`src/hw/rtl/utl_pkg.sv`:
```
// Shared types, constants and the lead byte classifier of the UTF-8 to Latin-1 stream core.
package utl_pkg;

  localparam int unsigned POSITION_BITS_DEF = 16;
  localparam int unsigned CAP_W             = 16;
  localparam int unsigned CP_W              = 21;
  localparam int unsigned OUTQ_DEPTH        = 4;

  localparam logic [CAP_W-1:0] CAP_RESET = 16'hFFFF;
  localparam logic [7:0]       QMARK     = 8'h3F;

  typedef enum logic [2:0] {
    LEAD_ASCII,
    LEAD_TWO,
    LEAD_THREE,
    LEAD_FOUR,
    LEAD_BAD
  } lead_class_t;

  // One character ready for the result channel, position carried alongside.
  typedef struct packed {
    logic [7:0] ch;
    logic       stored;
    logic       last;
  } ent_t;

  typedef struct packed {
    logic vld;
    ent_t ent;
  } res_t;

  function automatic lead_class_t classify_lead(input logic [7:0] b);
    lead_class_t cls;
    case (b) inside
      8'b0???????: cls = LEAD_ASCII;
      8'b110?????: cls = LEAD_TWO;
      8'b1110????: cls = LEAD_THREE;
      8'b11110???: cls = LEAD_FOUR;
      default:     cls = LEAD_BAD;
    endcase
    return cls;
  endfunction

  function automatic logic is_trailing(input logic [7:0] b);
    return b[7:6] == 2'b10;
  endfunction

endpackage

```
`src/hw/rtl/utl_decode.sv`:
```
// Decoder state, capacity register and the per-byte result logic.
module utl_decode
  import utl_pkg::*;
#(
  parameter int unsigned POSITION_BITS = POSITION_BITS_DEF
) (
  input  logic                     clk,
  input  logic                     rst_n,
  input  logic                     cfg_we,
  input  logic [CAP_W-1:0]         cfg_wdata,
  input  logic                     step,
  input  logic [7:0]               in_byte,
  input  logic                     in_end_of_text,
  output res_t                     res0,
  output res_t                     res1,
  output logic [POSITION_BITS-1:0] pos0,
  output logic [POSITION_BITS-1:0] pos1
);

  localparam int unsigned CMP_W = (POSITION_BITS > CAP_W) ? POSITION_BITS : CAP_W;
  localparam logic [POSITION_BITS-1:0] POS_MAX = {POSITION_BITS{1'b1}};

  logic [CAP_W-1:0]         cap_r;
  logic [1:0]               pend_r, pend_nxt;
  logic [CP_W-1:0]          cp_r, cp_nxt;
  logic                     skip_r, skip_nxt;
  logic [POSITION_BITS-1:0] wp_r, wp_nxt;

  logic            trailing;
  logic [CP_W-1:0] cp_sh;
  logic            a_v, b_v, c_v, do_lead;
  logic [7:0]      a_ch, b_ch;
  logic [POSITION_BITS-1:0] wp1, wp2;

  assign trailing = is_trailing(in_byte);
  assign cp_sh    = {cp_r[CP_W-7:0], in_byte[5:0]};

  always_comb begin
    pend_nxt = pend_r;
    cp_nxt   = cp_r;
    skip_nxt = skip_r;
    a_v      = 1'b0;
    a_ch     = QMARK;
    b_v      = 1'b0;
    b_ch     = in_byte;
    do_lead  = 1'b0;

    if (pend_r != 2'd0) begin
      if (trailing) begin
        pend_nxt = pend_r - 2'd1;
        if (pend_r == 2'd1) begin
          a_v    = 1'b1;
          a_ch   = (cp_sh[CP_W-1:8] == '0) ? cp_sh[7:0] : QMARK;
          cp_nxt = '0;
        end else begin
          cp_nxt = cp_sh;
        end
      end else begin
        // A new lead broke the sequence: flag it, then decode the byte afresh.
        a_v      = 1'b1;
        pend_nxt = 2'd0;
        cp_nxt   = '0;
        do_lead  = 1'b1;
      end
    end else if (!(skip_r && trailing)) begin
      skip_nxt = 1'b0;
      do_lead  = 1'b1;
    end

    if (do_lead) begin
      case (classify_lead(in_byte))
        LEAD_ASCII: b_v = 1'b1;
        LEAD_TWO: begin
          cp_nxt   = {{(CP_W-5){1'b0}}, in_byte[4:0]};
          pend_nxt = 2'd1;
        end
        LEAD_THREE: begin
          cp_nxt   = {{(CP_W-4){1'b0}}, in_byte[3:0]};
          pend_nxt = 2'd2;
        end
        LEAD_FOUR: begin
          cp_nxt   = {{(CP_W-3){1'b0}}, in_byte[2:0]};
          pend_nxt = 2'd3;
        end
        default: begin
          b_v      = 1'b1;
          b_ch     = QMARK;
          skip_nxt = 1'b1;
        end
      endcase
    end

    c_v = in_end_of_text && (pend_nxt != 2'd0);
    if (in_end_of_text) begin
      pend_nxt = 2'd0;
      cp_nxt   = '0;
      skip_nxt = 1'b0;
    end
  end

  // Compact the up to three emission slots into two results.
  assign wp1 = (wp_r == POS_MAX) ? wp_r : wp_r + 1'b1;
  assign wp2 = (wp1 == POS_MAX) ? wp1 : wp1 + 1'b1;
  assign pos0 = wp_r;
  assign pos1 = wp1;

  always_comb begin
    res0.vld        = a_v || b_v || c_v;
    res0.ent.ch     = a_v ? a_ch : (b_v ? b_ch : QMARK);
    res0.ent.stored = CMP_W'(wp_r) < CMP_W'(cap_r);
    res1.vld        = (a_v && (b_v || c_v)) || (b_v && c_v);
    res1.ent.ch     = (a_v && b_v) ? b_ch : QMARK;
    res1.ent.stored = CMP_W'(wp1) < CMP_W'(cap_r);
    res0.ent.last   = !res1.vld;
    res1.ent.last   = 1'b1;
  end

  always_comb begin
    if (in_end_of_text) begin
      wp_nxt = '0;
    end else if (res1.vld) begin
      wp_nxt = wp2;
    end else if (res0.vld) begin
      wp_nxt = wp1;
    end else begin
      wp_nxt = wp_r;
    end
  end

  always_ff @(posedge clk) begin
    if (!rst_n) begin
      cap_r  <= CAP_RESET;
      pend_r <= 2'd0;
      cp_r   <= '0;
      skip_r <= 1'b0;
      wp_r   <= '0;
    end else begin
      if (cfg_we) begin
        cap_r <= cfg_wdata;
      end
      if (step) begin
        pend_r <= pend_nxt;
        cp_r   <= cp_nxt;
        skip_r <= skip_nxt;
        wp_r   <= wp_nxt;
      end
    end
  end

  a_second_needs_first: assert property (@(posedge clk) disable iff (!rst_n)
    res1.vld |-> res0.vld)
    else $error("second result without a first");

  a_text_end_clears: assert property (@(posedge clk) disable iff (!rst_n)
    step && in_end_of_text |=> pend_r == 2'd0 && !skip_r && wp_r == '0 && cp_r == '0)
    else $error("decoder state not cleared after end of text");

  a_pending_has_payload: assert property (@(posedge clk) disable iff (!rst_n)
    pend_r == 2'd0 |-> cp_r == '0)
    else $error("partial codepoint left without pending bytes");

endmodule

```
`src/hw/rtl/utf8_to_latin1_stream_core.sv`:
```
// Top level of the UTF-8 to Latin-1 stream core: decoder and result queue.
//
//   Channel  Direction  Handshake          Payload
//   in_      input      in_valid/in_ready  in_byte, in_end_of_text
//   out_     output     out_valid/out_ready out_char, out_position, out_stored, out_run_last
//   cfg_     input      cfg_we             cfg_wdata (capacity)
//
// One byte is accepted per cycle while in_ready is high; its results sit in a four-entry queue from the next cycle.
// A byte that gives two results sends them out one after the other through the single read port.
// in_ready is high while the queue has room for two results, so a stalled output
// side fills the queue and then holds off input without dropping anything.
// Synchronous reset empties the queue, clears the decoder and sets capacity to 65535.
module utf8_to_latin1_stream_core
  import utl_pkg::*;
#(
  parameter int unsigned POSITION_BITS = POSITION_BITS_DEF
) (
  input  logic                     clk,
  input  logic                     rst_n,
  input  logic                     cfg_we,
  input  logic [CAP_W-1:0]         cfg_wdata,
  input  logic                     in_valid,
  output logic                     in_ready,
  input  logic [7:0]               in_byte,
  input  logic                     in_end_of_text,
  output logic                     out_valid,
  input  logic                     out_ready,
  output logic [7:0]               out_char,
  output logic [POSITION_BITS-1:0] out_position,
  output logic                     out_stored,
  output logic                     out_run_last
);

  localparam int unsigned PTR_W = $clog2(OUTQ_DEPTH);
  localparam int unsigned CNT_W = $clog2(OUTQ_DEPTH + 1);

  res_t                     res0, res1;
  logic [POSITION_BITS-1:0] pos0, pos1;
  logic                     push, pop;

  ent_t                     q_ent_r [OUTQ_DEPTH];
  logic [POSITION_BITS-1:0] q_pos_r [OUTQ_DEPTH];
  logic [PTR_W-1:0]         wr_ptr_r, wr_ptr_nxt, rd_ptr_r, rd_ptr_nxt, wr_ptr1;
  logic [CNT_W-1:0]         count_r, count_nxt, n_push;

  assign in_ready = count_r <= CNT_W'(OUTQ_DEPTH - 2);
  assign push     = in_valid && in_ready;
  assign pop      = out_valid && out_ready;

  utl_decode #(
    .POSITION_BITS(POSITION_BITS)
  ) u_decode (
    .clk            (clk),
    .rst_n          (rst_n),
    .cfg_we         (cfg_we),
    .cfg_wdata      (cfg_wdata),
    .step           (push),
    .in_byte        (in_byte),
    .in_end_of_text (in_end_of_text),
    .res0           (res0),
    .res1           (res1),
    .pos0           (pos0),
    .pos1           (pos1)
  );

  assign wr_ptr1 = wr_ptr_r + 1'b1;
  assign n_push  = push ? (CNT_W'(res0.vld) + CNT_W'(res1.vld)) : '0;

  always_comb begin
    wr_ptr_nxt = wr_ptr_r + PTR_W'(n_push);
    rd_ptr_nxt = pop ? rd_ptr_r + 1'b1 : rd_ptr_r;
    count_nxt  = count_r + n_push - CNT_W'(pop);
  end

  always_ff @(posedge clk) begin
    if (push && res0.vld) begin
      q_ent_r[wr_ptr_r] <= res0.ent;
      q_pos_r[wr_ptr_r] <= pos0;
    end
    if (push && res1.vld) begin
      q_ent_r[wr_ptr1] <= res1.ent;
      q_pos_r[wr_ptr1] <= pos1;
    end
  end

  always_ff @(posedge clk) begin
    if (!rst_n) begin
      wr_ptr_r <= '0;
      rd_ptr_r <= '0;
      count_r  <= '0;
    end else begin
      wr_ptr_r <= wr_ptr_nxt;
      rd_ptr_r <= rd_ptr_nxt;
      count_r  <= count_nxt;
    end
  end

  assign out_valid    = count_r != '0;
  assign out_char     = q_ent_r[rd_ptr_r].ch;
  assign out_stored   = q_ent_r[rd_ptr_r].stored;
  assign out_run_last = q_ent_r[rd_ptr_r].last;
  assign out_position = q_pos_r[rd_ptr_r];

  a_queue_bound: assert property (@(posedge clk) disable iff (!rst_n)
    count_r <= CNT_W'(OUTQ_DEPTH))
    else $error("result queue overflow");

  a_ptr_match: assert property (@(posedge clk) disable iff (!rst_n)
    PTR_W'(wr_ptr_r - rd_ptr_r) == PTR_W'(count_r))
    else $error("queue pointers disagree with fill count");

endmodule
```
`config.mk`:
```
export PLATFORM = sky130hd
export DESIGN_NAME = utf8_to_latin1_stream_core
export DESIGN_NICKNAME = d
export VERILOG_FILES = /design/src/hw/rtl/utl_pkg.sv /design/src/hw/rtl/utl_decode.sv /design/src/hw/rtl/utf8_to_latin1_stream_core.sv
export SDC_FILE = /design/constraint.sdc
export NUM_CORES = 1
export LEC_CHECK = 0
export ABC_AREA = 1
export BUFFER_PORTS_ARGS = -buffer_cell sky130_fd_sc_hd__buf_2
export CAP_MARGIN = 0
export CORE_UTILIZATION = 25
export DETAILED_ROUTE_END_ITERATION = 16
export PLACE_DENSITY_LB_ADDON = 0.08
export SLEW_MARGIN = 20
export SYNTH_ARGS = -nofsm -noshare
export SYNTH_HDL_FRONTEND = slang
export SYNTH_HIERARCHICAL = 1
export SYNTH_SLANG_ARGS = --single-unit
```
`constraint.sdc`:
```
create_clock -name clk -period 5.6 [get_ports clk]
set_input_delay 0.84 -clock clk [delete_from_list [all_inputs] [get_ports clk]]
set_output_delay 0.84 -clock clk [all_outputs]
set_load 0.01 [all_outputs]
```
# Word level (Yosys, flattened, before mapping)
# Memories as Yosys holds them, arrays and structs flattened. A register that Yosys moved wholly into a read port is not among the register bits.
# Cells that the tools add are included.
# W data, S select, Z words.
[word_totals]
regBits = 63
latchBits = 0
ram_bits = 104
romBits = 0
inputBits = 30
output_inout_bits = 28
wordCells = 107
memories = 2
[classes]
n_addsub = 9
mul = 0
n_div = 0
magnitude_cmp = 3
n_eq_ne = 10
shifts = 0
mux = 52
n_bitwise = 0
reduce_logical = 23
[mem_list]
columns = ["name", "depth", "width", "rd", "rd_ports_with_merged_regs", "wr", "line", "rtl"]
rows = [
  ["q_pos_r", 4, 16, 1, 1, 2, "utf8_to_latin1_stream_core.sv:42", "logic [POSITION_BITS-1:0] q_pos_r [OUTQ_DEPTH];"],
  ["q_ent_r", 4, 10, 1, 1, 2, "utf8_to_latin1_stream_core.sv:41", "ent_t q_ent_r [OUTQ_DEPTH];"],
]
[ops]
columns = ["cell", "count"]
rows = [
  ["$mux W21", 5],
  ["$mux W16", 5],
  ["$mux W8", 9],
  ["$pmux W21 S3", 1],
  ["$add A16 B1 Y16 const B", 2],
  ["$eq A16 B16 Y1 const B", 2],
  ["$lt A16 B16 Y1", 2],
  ["$mux W2", 9],
  ["$mux W1", 17],
  ["$mux W3", 5],
  ["$logic_not A13 Y1", 1],
  ["$logic_and A1 B1 Y1", 9],
  ["$eq A3 B2 Y1 const B", 2],
  ["$pmux W2 S3", 1],
  ["$reduce_bool A3 Y1", 2],
  ["$eq A5 B5 Y1 const B", 1],
  ["$add A2 B1 Y2 const B", 2],
  ["$eq A4 B4 Y1 const B", 1],
  ["$logic_or A1 B1 Y1", 4],
  ["$reduce_bool A2 Y1", 2],
  ["$reduce_or A4 Y1", 1],
  ["$add A3 B2 Y3", 1],
  ["$eq A3 B1 Y1 const B", 1],
  ["$eq A3 B3 Y1 const B", 1],
  ["11 further kinds", 11],
]

# Logic depth before layout (Yosys ltp)
# Gate-level depths: netlist (run 1).
[depth]
ltp_word = 18
ltp_mapped = 21
depth_no_buf = 19

# Hierarchy
# The synthesis (run 1) kept the hierarchy.
[modules_own_cells]
columns = ["mod", "n_inst", "cells_each", "area_per_inst_um2", "seq_area_each_um2"]
rows = [
  ["utf8_to_latin1_stream_core", 1, 672, 5813.1, 3303.2],
  ["utl_decode", 1, 604, 3993.8, 1001.0],
]

# Least setup slack after synthesis (run 1)
# No wires, ideal clock.
[synth_timing]
path_kind = "input to register"
startpoint = "input port in_byte[5]"
endpoint = "memory q_ent_r[1][0] (netlist bit), enable pin"
setup_ns = 0.383
t_arrival_ns = 3.188
required_time_ns = 5.217
setup_slack_ns = 2.028
path_stages = 13
n_path_buf = 3
cell_sequence = "inv_1 > o21ai_2 > nand2_1 > nor2_4 > inv_1 > nand2_1 > buf_4 > buf_4 > nand4_4 > inv_4 > nand2_4 > buf_6 > nand2_1"
[synth_lines]
columns = ["element", "line", "rtl"]
rows = [
  ["from (decl)", "utf8_to_latin1_stream_core.sv:24", "input logic [7:0] in_byte,"],
  ["to (decl)", "utf8_to_latin1_stream_core.sv:41", ""],
]

==> results of run 1 <==
layer usage:
metal | vias to the layer above | global-route usage [%] | share of wire, %
met1 | 3827 | 22.8 | 50
met5 | - | 0 | 0
li1 | 4287 | - | -
met3 | 16 | 2.62 | 3.3
met4 | 0 | 4.44 | 1.2
met2 | 124 | 26.6 | 46
synth_stat cells (10+ instances only):
master / count / area share (%)
sky130_fd_sc_hd__nand2_2: 18 / 1.1
sky130_fd_sc_hd__o22ai_1: 27 / 1.7
sky130_fd_sc_hd__nand2_1: 482 / 18
sky130_fd_sc_hd__buf_4: 10 / 0.77
sky130_fd_sc_hd__dfxtp_1: 59 / 12
sky130_fd_sc_hd__nand3_1: 55 / 2.8
sky130_fd_sc_hd__ha_1: 39 / 5.0
sky130_fd_sc_hd__clkbuf_1: 24 / 0.92
sky130_fd_sc_hd__a22oi_1: 10 / 0.77
sky130_fd_sc_hd__nor2_1: 106 / 4.1
sky130_fd_sc_hd__nand4_1: 14 / 0.89
sky130_fd_sc_hd__inv_1: 90 / 3.4
sky130_fd_sc_hd__o21ai_0: 76 / 3.9
sky130_fd_sc_hd__nor2_4: 12 / 1.4
sky130_fd_sc_hd__a21oi_1: 52 / 2.7
sky130_fd_sc_hd__edfxtp_1: 104 / 32
sky130_fd_sc_hd__buf_6: 11 / 1.3
state kept, by name, summed over array words and instances (netlist names), 2 cells and up, named ones only:
register and flops:
rd_ptr_r 2, u_decode/cp_r 15, u_decode/cap_r 16, u_decode/pos0 16, q_ent_r 40, u_decode/pend_r 2
wr_ptr_r 2, q_pos_r 64, count_r 3
critical path: stages, from the launching register on:
cell	delay [ps]
sky130_fd_sc_hd__dfxtp_1	350
sky130_fd_sc_hd__inv_1	90
sky130_fd_sc_hd__ha_1	290
sky130_fd_sc_hd__inv_1	90
sky130_fd_sc_hd__o21ai_0	270
sky130_fd_sc_hd__nand2_1	180
sky130_fd_sc_hd__nor2_4	200
sky130_fd_sc_hd__inv_1	80
sky130_fd_sc_hd__nand2_1	70
sky130_fd_sc_hd__buf_4	280
sky130_fd_sc_hd__nand4_4	270
sky130_fd_sc_hd__inv_4	190
sky130_fd_sc_hd__nand2_4	250
sky130_fd_sc_hd__nand2_1	430
sky130_fd_sc_hd__buf_12	250
power by group through the flow:
stage / logic, uW / clock network [uW] / registers, uW
floorplan: 597 / 0 / 1490
global placement: 940 / 0 / 1510
detailed placement: 941 / 0 / 1510
CTS: 943 / 1250 / 1480
global route: 1050 / 1290 / 1500
finish: 917 / 1200 / 1480
worst paths after layout:
kind / start / to / cells after the start
hold reg to reg: u_decode/cap_r[0] / u_decode/cap_r[0] / 2
setup / recovery: u_decode/pend_r[1] / q_pos_r[1][13] / 14
hold / removal: u_decode/cap_r[0] / u_decode/cap_r[0] / 2
setup reg to reg: u_decode/pend_r[1] / q_pos_r[1][13] / 14
final cells by class:
| class | count | area, um^2 | area share (%) |
|---|---|---|---|
| Clock buffer | 19 | 433 | 3.90 |
| Timing Repair Buffer | 66 | 365 | 3.29 |
| Inverter | 103 | 397 | 3.57 |
| Clock inverter | 13 | 148 | 1.33 |
| Sequential cell | 163 | 4310 | 38.8 |
| Multi-Input combinational cell | 963 | 4810 | 43.3 |
| Tap cell | 518 | 648 | 5.84 |
through the flow:
step / power [uW] / cell area, um^2 / worst slack [ps] / hold slack, ps / instances
after floorplan: 2080 / 9810 / 2030 / 451 / 1276
after global placement: 2450 / 10500 / 1700 / 478 / 1813
after detailed placement: 2450 / 10500 / 1610 / 483 / 1813
after CTS: 3670 / 11100 / 1970 / 493 / 1845
after global routing: 3830 / 11100 / 1680 / 521 / 1845
final: 3600 / 11100 / 2020 / 487 / 1845
kinds of logic after synthesis:
group	after synthesis	synth area share, %
other	2	0.0766
flip-flops	163	43.9
adder cells (fa/ha/maj)	40	5.18
AND/OR/NAND/NOR	719	31.7
buffers and inverters	150	7.11
XOR/XNOR	11	0.982
AO/OA/AOI/OAI	191	11.0
==> Implementation_results.wiki, run 1 <==
{| class="wikitable"
! Metric !! Value
|-
| Post-synth EDFFs || 104
|-
| Number of remaining DRC errors || 0
|-
| Clock network fraction of total power || between 30 and 40%
|-
| Via count of the first global-routing pass || 8092
|-
| Number of H-tree branching levels || 4
|-
| Static Leakage || 0.00478 uW
|-
| Start-to-end type of the worst setup path || reg2reg
|-
| Final hold vios || 0
|-
| Boundary pin count || 58
|-
| Net switching power figure || 1240 uW
|-
| Area overhead of the layout relative to synthesis || 13.2%
|-
| Antenna violations before repair || 0
|-
| Worst-path clk slew || 70 ps
|-
| Remaining number of nets flagged by the antenna check after routing || 0
|-
| Port buffer count || 57
|-
| Die Outline Area || 40000 um^2
|-
| Setup total negative slack || 0 ps
|-
| Hold/Removal Path Class || reg2reg
|-
| Detailed Routing Iterations Pass 1 || 5
|-
| Antenna diode count || 0
|-
| First-pass GRT wire length || ~49000 um
|-
| Ratio of final minimum period to clock period || approximately 64%
|-
| Critical Path AT || 3730 ps
|-
| GRT Total Usage || between 10% and 20%
|-
| Clock Root Buffer || sky130_fd_sc_hd__clkbuf_16
|-
| TritonCTS Buffers || 17
|-
| DIE HEIGHT || 200 um
|-
| Slew Viols, Final || 0
|-
| Total Routed Length || 31100 um
|-
| Most common library cell in the layout ignoring fill and taps || sky130_fd_sc_hd__nand2_1
|-
| Post-CTS Setup Bufs || 0
|-
| Cell Int Power || 2360 uW
|-
| Worst clock skew || ~13 ps
|-
| Clock tree from TritonCTS || yes
|-
| Sequential element share of the synthesized area || 43.9%
|-
| Warnings from Yosys || 6
|-
| Number of clock sinks || 163
|-
| Max Cap Viol || 0
|-
| Row count || slightly above 70
|-
| Async SR Flop Fraction || 0%
|-
| Final #Nets || 1384
|-
| Result of the run || completed
|-
| RSZ-0062 raised after global routing || no
|-
| Post-layout minimum cycle time || 3580 ps
|-
| Power share of the sequential group || 41.2%
|-
| Power per Cell Area || 324 nW/um^2
|-
| Final weighted congestion of routability-driven global placement || a little under 0.8
|-
| Number of instances in the synthesized netlist || 1276
|-
| Worst endpoint required time || between 5000 and 6000 ps
|-
| Number of filler cells placed in the layout || about 4.2k
|-
| Die width || 200 um
|-
| Post-synth top flop || sky130_fd_sc_hd__edfxtp_1
|-
| Core utilization of the finished layout || 28.7%
|-
| Count of hold buffers inserted by post-cts repair || 0
|-
| Netlist area before placement || 9810 um^2
|-
| Maximum clock insertion buffer count || 2
|-
| Number of distinct library cell variants in the gate-level netlist after synthesis || between 40 and 50
|-
| Peak VDD IR || roughly 230 uV
|-
| Critical path fanouts, max || 27
|-
| Reg-to-reg setup timing slack || just over 2000 ps
|-
| Number of gates given a new drive strength after cts || 0
|-
| CP Capture Type || flip-flop
|-
| Hpwl dp || 21500 um
|-
| WL per Instance || 16.8 um
|-
| Avg Vias per Cell || between 4 and 5
|-
| Worst slew margin || between 30% and 40%
|-
| Commonest cells after routing, fill and taps aside || 482 x sky130_fd_sc_hd__nand2_1, 105 x sky130_fd_sc_hd__nor2_1, 104 x sky130_fd_sc_hd__edfxtp_1
|-
| Total vias in the final route || 8254
|-
| Clock latency of the later-clocked register in the worst-skew pair || 450 ps
|-
| Switching part of the total || 34.5%
|-
| Syn avg cell area || 7.69 um^2
|-
| Effective utilization at floorplan || 25.4%
|-
| Maximum number of pins on one net before global-route repair || 53
|-
| CORE AREA || 38600 um^2
|-
| Launching element type of the critical path || flip-flop
|-
| Slew at the pin with the worst max-slew slack || approximately 960 ps
|-
| Count of final setup violators || 0
|-
| Flip-flop and latch count after synthesis || 163
|-
| Sum of overflow across all layers after global routing || 0
|-
| Total nets after synthesis || around 1.3k
|-
| Share of cells above drive strength 1 || 12.2%
|-
| Number of DRC markers after the initial detailed-route iteration || between 400 and 500
|-
| Combinational share of power || between 20 and 30%
|-
| Achievable clock frequency || 279 MHz
|}
(Power assumes the default switching activity.)
==> run 2: changes to the inputs <==
- clock period: 5.6 -> 3.6 ns (I/O delays scaled with it)
==> Implementation_results.wiki, run 2 (same netlist as run 1, synthesis figures left out) <==
{| class="wikitable"
! Metric !! Value
|-
| Effective utilization at floorplan || 25.4% (unchanged)
|-
| Maximum number of pins on one net before global-route repair || 53 (unchanged)
|-
| Cell-by-cell listing of the critical path || inv_1, ha_1, inv_1, o21ai_0, nand2_1, nor2_4, inv_1, nand2_1, buf_4, nand4_4, inv_4, nand2_4, nand2_1, buf_12
|-
| Max Cap Viol || 0 (unchanged)
|-
| Worst-path clk slew || 70 ps (about the same)
|-
| Peak VDD IR || 351 uV (+53%)
|-
| Number of H-tree branching levels || 4 (unchanged)
|-
| Registers with the most flip-flops || q_pos_r (64), q_ent_r (40)
|-
| Launching element type of the critical path || flip-flop
|-
| Final weighted congestion of routability-driven global placement || 0.788 (+0.69%)
|-
| Avg Vias per Cell || 4.51 (+0.80%)
|-
| Count of final setup violators || 0 (unchanged)
|-
| Worst endpoint required time || 3730 ps (-2010 ps)
|-
| Via count of the first global-routing pass || 8381 (+3.6%)
|-
| Cell with the biggest individual delay on the critical path || sky130_fd_sc_hd__dfxtp_1
|-
| Number of flip-flops under the largest register name || 64 (unchanged)
|-
| Boundary pin count || 58 (unchanged)
|-
| Power per Cell Area || 513 nW/um^2 (+58%)
|-
| CP Capture Type || flip-flop
|-
| Number of DRC markers after the initial detailed-route iteration || 538 (+9.8%)
|-
| Antenna diode count || 0 (unchanged)
|-
| Maximum clock insertion buffer count || 2 (unchanged)
|-
| Worst slew margin || 50.0% (+14 points)
|-
| Post-route standard cell area excluding fillers || 11400 um^2 (+3.1%)
|-
| Hold/Removal Path Class || in2reg
|-
| FF-to-FF path depth || 14 (unchanged)
|-
| Setup total negative slack || 0 ps (unchanged)
|-
| Critical Path AT || 3340 ps (-390 ps)
|-
| Count of hold buffers inserted by post-cts repair || 0 (unchanged)
|-
| Achievable clock frequency || 312 MHz (+12%)
|-
| RSZ-0062 raised after global routing || no
|-
| Detailed Routing Iterations Pass 1 || 5 (unchanged)
|-
| Clock tree from TritonCTS || yes
|-
| Ratio of final minimum period to clock period || 89.1% (+25 points)
|-
| Remaining number of nets flagged by the antenna check after routing || 0 (unchanged)
|-
| Most common library cell in the layout ignoring fill and taps || sky130_fd_sc_hd__nand2_1
|-
| Share of cells above drive strength 1 || 14.0% (+1.8 points)
|-
| Hpwl dp || 22200 um (+3.6%)
|-
| Result of the run || completed
|-
| Row count || 72 (unchanged)
|-
| Clock latency of the later-clocked register in the worst-skew pair || 450 ps (about the same)
|-
| Worst Hold Depth || 3 (+1)
|-
| Die width || 200 um (unchanged)
|-
| Slew Viols, Final || 0 (unchanged)
|-
| Final hold vios || 0 (unchanged)
|-
| GRT Total Usage || 17.1% (+0.66 points)
|-
| Number of gates given a new drive strength after cts || 0 (unchanged)
|-
| Sum of overflow across all layers after global routing || 0 (unchanged)
|-
| Clock Root Buffer || sky130_fd_sc_hd__clkbuf_16
|-
| First-pass GRT wire length || 50300 um (+3.6%)
|-
| Hold slack || 303 ps (-183 ps)
|-
| DIE HEIGHT || 200 um (unchanged)
|-
| Crit-path max cell delay || 350 ps (-80 ps)
|-
| CORE AREA || 38600 um^2 (unchanged)
|-
| Final #Nets || 1412 (+2.0%)
|-
| Placed Area || 10800 um^2 (+2.6%)
|-
| Port buffer count || 57 (unchanged)
|-
| Worst clock skew || 13.3 ps (+0.814 ps)
|-
| Slew at the pin with the worst max-slew slack || 749 ps (-208 ps)
|-
| Die Outline Area || 40000 um^2 (unchanged)
|-
| Post-layout minimum cycle time || 3210 ps (-376 ps)
|-
| TritonCTS Buffers || 17 (unchanged)
|-
| Total Routed Length || 32400 um (+4.4%)
|-
| Total vias in the final route || 8446 (+2.3%)
|-
| Antenna violations before repair || 0 (unchanged)
|-
| Number of remaining DRC errors || 0 (unchanged)
|-
| Start-to-end type of the worst setup path || reg2reg
|-
| Critical path fanouts, max || 26 (-3.7%)
|-
| Number of clock sinks || 163 (unchanged)
|-
| Post-CTS Setup Bufs || 0 (unchanged)
|-
| Number of filler cells placed in the layout || 4209 (+0.91%)
|-
| Commonest cells after routing, fill and taps aside || 482 x sky130_fd_sc_hd__nand2_1, 106 x sky130_fd_sc_hd__nor2_1, 104 x sky130_fd_sc_hd__edfxtp_1
|-
| Register with the most flip-flops || q_pos_r
|-
| WL per Instance || 17.3 um (+2.9%)
|-
| Area overhead of the layout relative to synthesis || 16.7%
|-
| Static Leakage || 0.00498 uW (+4.1%)
|}
[run 2: changes by cell type in the layout (fill, tap and decap cells not counted), sizes merged]
cell / delta
inv: -2
bufinv: +3
clkbuf: +1
buf: +28
clkinvlp: -2
[run 2: final cells by class]
cell class	instances	area, um^2	area share, %
clock buffers	20	447	3.90
clock inverters	12	203	1.77
inverters	103	397	3.47
multi-input cells	963	4810	42.0
flip-flops and latches	163	4310	37.6
well taps	518	648	5.66
repair buffers	94	638	5.58
[run 2: through the flow]
stage          util [%]  cells  total power, uW  setup slack, ps
2_1_floorplan         -   1276             3240              246
3_3_place_gp       27.9   1841             3890              344
3_5_place_dp       27.9   1841             3890              337
4_1_cts            29.6   1873             5980              377
5_1_grt            29.6   1873             6220             44.4
6_report           29.6   1873             5870              392
[run 2: path summary, 6_finish.rpt]
check,startpoint,to,slack (ps)
worst max-delay path,u_decode/pend_r[1],q_pos_r[2][10],390
worst min-delay path,cfg_wdata[11],u_decode/cap_r[11],300
worst max register to register,u_decode/pend_r[1],q_pos_r[2][10],390
worst min register to register,u_decode/skip_r,u_decode/skip_r,490
[run 2: layer usage]
metal  wire length (um)  vias up  share of wire (%)  global-route usage [%]
met5                  0        -                  0                       0
met4                527        0                1.6                    5.09
met3               1020       26                3.2                    2.55
met2              15300      143                 47                    29.0
met1              15600     3937                 48                    22.5
li1                   -     4340                  -                       -
[run 2: worst max-delay path: cells and delay by family (launching register included)]
kind / cells / cell delay [ps]
AND/OR/NAND/NOR: 6 / 1040
buffers and inverters: 6 / 950
flip-flops: 1 / 350
AO/OA/AOI/OAI: 1 / 280
adder cells (fa/ha/maj): 1 / 270
[run 2: report_power, final]
| part | total [uW] | internal, uW | leakage, uW | switching (uW) |
|---|---|---|---|---|
| registers | 2280 | 2200 | 0.00143 | 78.1 |
| clock network | 2070 | 1250 | 0.000315 | 817 |
| logic | 1510 | 473 | 0.00323 | 1040 |
| total | 5870 | 3930 | 0.00498 | 1940 |
==> run 3: changes to the inputs <==
- CTS_BUF_LIST: unset -> sky130_fd_sc_hd__clkbuf_2
==> Implementation_results.wiki, run 3 (same netlist as run 1, synthesis figures left out) <==
{| class="wikitable"
! Metric !! Value
|-
| Number of remaining DRC errors || 0 (unchanged)
|-
| Start-to-end type of the worst setup path || reg2out
|-
| Detailed Routing Iterations Pass 1 || 5 (unchanged)
|-
| Critical Path AT || 2720 ps (-620 ps)
|-
| Slew at the pin with the worst max-slew slack || 751 ps (+2.53 ps)
|-
| Ratio of final minimum period to clock period || 90.6% (+1.5 points)
|-
| Worst endpoint required time || 3060 ps (-670 ps)
|-
| CP bufs+invs || 3 (-3)
|-
| Count of final setup violators || 0 (unchanged)
|-
| Number of clock sinks || 163 (unchanged)
|-
| Die Outline Area || 40000 um^2 (unchanged)
|-
| Total vias in the final route || 8513 (+0.79%)
|-
| Final hold vios || 0 (unchanged)
|-
| Cell with the biggest individual delay on the critical path || sky130_fd_sc_hd__inv_1
|-
| WL per Instance || 17.0 um (-1.6%)
|-
| Number of H-tree branching levels || 4 (unchanged)
|-
| Overall power consumption || 5060 uW (-14%)
|-
| Total Routed Length || 32300 um (-0.30%)
|-
| GRT Total Usage || 17.1% (-0.047 points)
|-
| Commonest cells after routing, fill and taps aside || 482 x sky130_fd_sc_hd__nand2_1, 106 x sky130_fd_sc_hd__nor2_1, 104 x sky130_fd_sc_hd__edfxtp_1
|-
| RSZ-0062 raised after global routing || no
|-
| Clock latency of the later-clocked register in the worst-skew pair || 820 ps (+370 ps)
|-
| Worst-path clk slew || 280 ps (+210 ps)
|-
| CORE AREA || 38600 um^2 (unchanged)
|-
| Worst clock skew || 51.9 ps (+38.6 ps)
|-
| Final cell count without fillers || 1898 (+1.3%)
|-
| Register cell area after layout || 4310 um^2 (unchanged)
|-
| Setup total negative slack || 0 ps (unchanged)
|-
| CP Capture Type || primary output
|-
| Critical path depth in cells || 5 (-9)
|-
| FF-to-FF path depth || 14 (unchanged)
|-
| Share of cells above drive strength 1 || 13.9% (-0.16 points)
|-
| Most common library cell in the layout ignoring fill and taps || sky130_fd_sc_hd__nand2_1
|-
| DIE HEIGHT || 200 um (unchanged)
|-
| Effective utilization at floorplan || 25.4% (unchanged)
|-
| First-pass GRT wire length || 50200 um (-0.12%)
|-
| Via count of the first global-routing pass || 8449 (+0.81%)
|-
| Peak VDD IR || 140 uV (-60%)
|-
| Max Cap Viol || 0 (unchanged)
|-
| Slew Viols, Final || 0 (unchanged)
|-
| Remaining number of nets flagged by the antenna check after routing || 0 (unchanged)
|-
| Number of DRC markers after the initial detailed-route iteration || 534 (-0.74%)
|-
| Antenna violations before repair || 1 (+1)
|-
| Die width || 200 um (unchanged)
|-
| Crit path setup slack, layout || 338 ps (-54.2 ps)
|-
| Launching element type of the critical path || flip-flop
|-
| Area used by multi-input combinational logic || 4810 um^2 (unchanged)
|-
| Port buffer count || 57 (unchanged)
|-
| Register with the most flip-flops || q_pos_r
|-
| Maximum number of pins on one net before global-route repair || 53 (unchanged)
|-
| Avg Vias per Cell || 4.49 (-0.53%)
|-
| Clock Root Buffer || sky130_fd_sc_hd__clkbuf_2
|-
| Crit-path max cell delay || 540 ps (+190 ps)
|-
| Row count || 72 (unchanged)
|-
| Result of the run || completed
|-
| Area overhead of the layout relative to synthesis || 15.5%
|-
| Cell total after placement || 1841 (unchanged)
|-
| Clock tree from TritonCTS || yes
|-
| Cell-by-cell listing of the critical path || inv_1, buf_4, o21ai_0, o22ai_1, buf_2
|-
| Number of filler cells placed in the layout || 4229 (+0.48%)
|-
| Hold/Removal Path Class || in2reg
|-
| Critical path fanouts, max || 20 (-23%)
|-
| Pre-CTS setup slack || 337 ps (unchanged)
|-
| Boundary pin count || 58 (unchanged)
|-
| TritonCTS Buffers || 17 (unchanged)
|-
| Post-layout minimum cycle time || 3260 ps (+54.2 ps)
|-
| Registers with the most flip-flops || q_pos_r (64), q_ent_r (40)
|-
| Maximum clock insertion buffer count || 2 (unchanged)
|-
| Final weighted congestion of routability-driven global placement || 0.788 (unchanged)
|-
| Hpwl dp || 22200 um (unchanged)
|-
| Core utilization of the finished layout || 29.3% (-0.29 points)
|-
| Post-CTS Setup Bufs || 0 (unchanged)
|-
| Achievable clock frequency || 307 MHz (-1.7%)
|-
| Power per Cell Area || 447 nW/um^2 (-13%)
|-
| Sum of overflow across all layers after global routing || 0 (unchanged)
|-
| Number of flip-flops under the largest register name || 64 (unchanged)
|-
| Static Leakage || 0.00493 uW (-0.85%)
|-
| Final #Nets || 1435 (+1.6%)
|-
| Family with the most delay on the worst path || buffers and inverters
|-
| Worst Hold Depth || 4 (+1)
|-
| Worst slew margin || 49.9% (-0.17 points)
|}
run 3: cell types whose count changed in the layout (fill, tap and decap cells not counted), sizes merged:
cell,previous run,this run
clkbuf,20,19
clkinv,10,11
diode,0,2
dlygate4sd3,0,23
run 3: cell type report:
| cell class | count | share of cell area (%) |
|---|---|---|
| clock inverters | 13 | 1.82 |
| flip-flops and latches | 163 | 38.0 |
| repair buffers | 117 | 7.66 |
| well taps | 518 | 5.72 |
| inverters | 103 | 3.50 |
| clock buffers | 19 | 0.839 |
| multi-input cells | 963 | 42.4 |
| diodes | 2 | 0.0442 |
run 3: worst register-to-register path, stage by stage, from the launching register on:
cell                      delay (ps)
sky130_fd_sc_hd__dfxtp_1         400
sky130_fd_sc_hd__inv_1            80
sky130_fd_sc_hd__ha_1            270
sky130_fd_sc_hd__inv_1            80
sky130_fd_sc_hd__o21ai_0         280
sky130_fd_sc_hd__nand2_1         180
sky130_fd_sc_hd__nor2_4          200
sky130_fd_sc_hd__inv_1            70
sky130_fd_sc_hd__nand2_1          90
sky130_fd_sc_hd__buf_4           280
sky130_fd_sc_hd__nand4_4         270
sky130_fd_sc_hd__inv_4           200
sky130_fd_sc_hd__nand2_4         160
sky130_fd_sc_hd__nand2_1         150
sky130_fd_sc_hd__buf_12          230
run 3: power by group:
part,internal [uW],switching [uW],leakage (uW),total [uW]
Clock,534,717,0.000176,1250
Sequential,2200,77.3,0.00143,2280
Combinational,489,1040,0.00333,1530
Total,3230,1840,0.00493,5060
run 3: timing repair:
item                                   in CTS  in global routing
gates resized for setup                     0                  0
hold buffers                               23                  0
endpoints found under the hold margin      30                  0
run 3: stage by stage:
step / instance area, um^2 / hold WS [ps]
floorplan: 9810 / 451
global placement: 10800 / 480
detailed placement: 10800 / 486
CTS: 11300 / 19.8
global route: 11300 / 82.6
finish: 11300 / 156
run 3: path summary, 6_finish.rpt:
path	start	endpoint	slack (ps)
setup reg to reg	u_decode/pend_r[0]	q_pos_r[2][10]	370
hold reg to reg	u_decode/skip_r	u_decode/skip_r	510
setup / recovery	flip-flop	out_stored	340
hold / removal	in_end_of_text	u_decode/pos0[5]	160
run 3: metal layers:
| layer | routed length (um) | share of wire, % | GRT usage (%) |
|---|---|---|---|
| met4 | 510 | 1.6 | 5.09 |
| met2 | 15300 | 47 | 29.0 |
| met3 | 996 | 3.1 | 2.49 |
| met5 | 0 | 0 | 0 |
| met1 | 15500 | 48 | 22.4 |
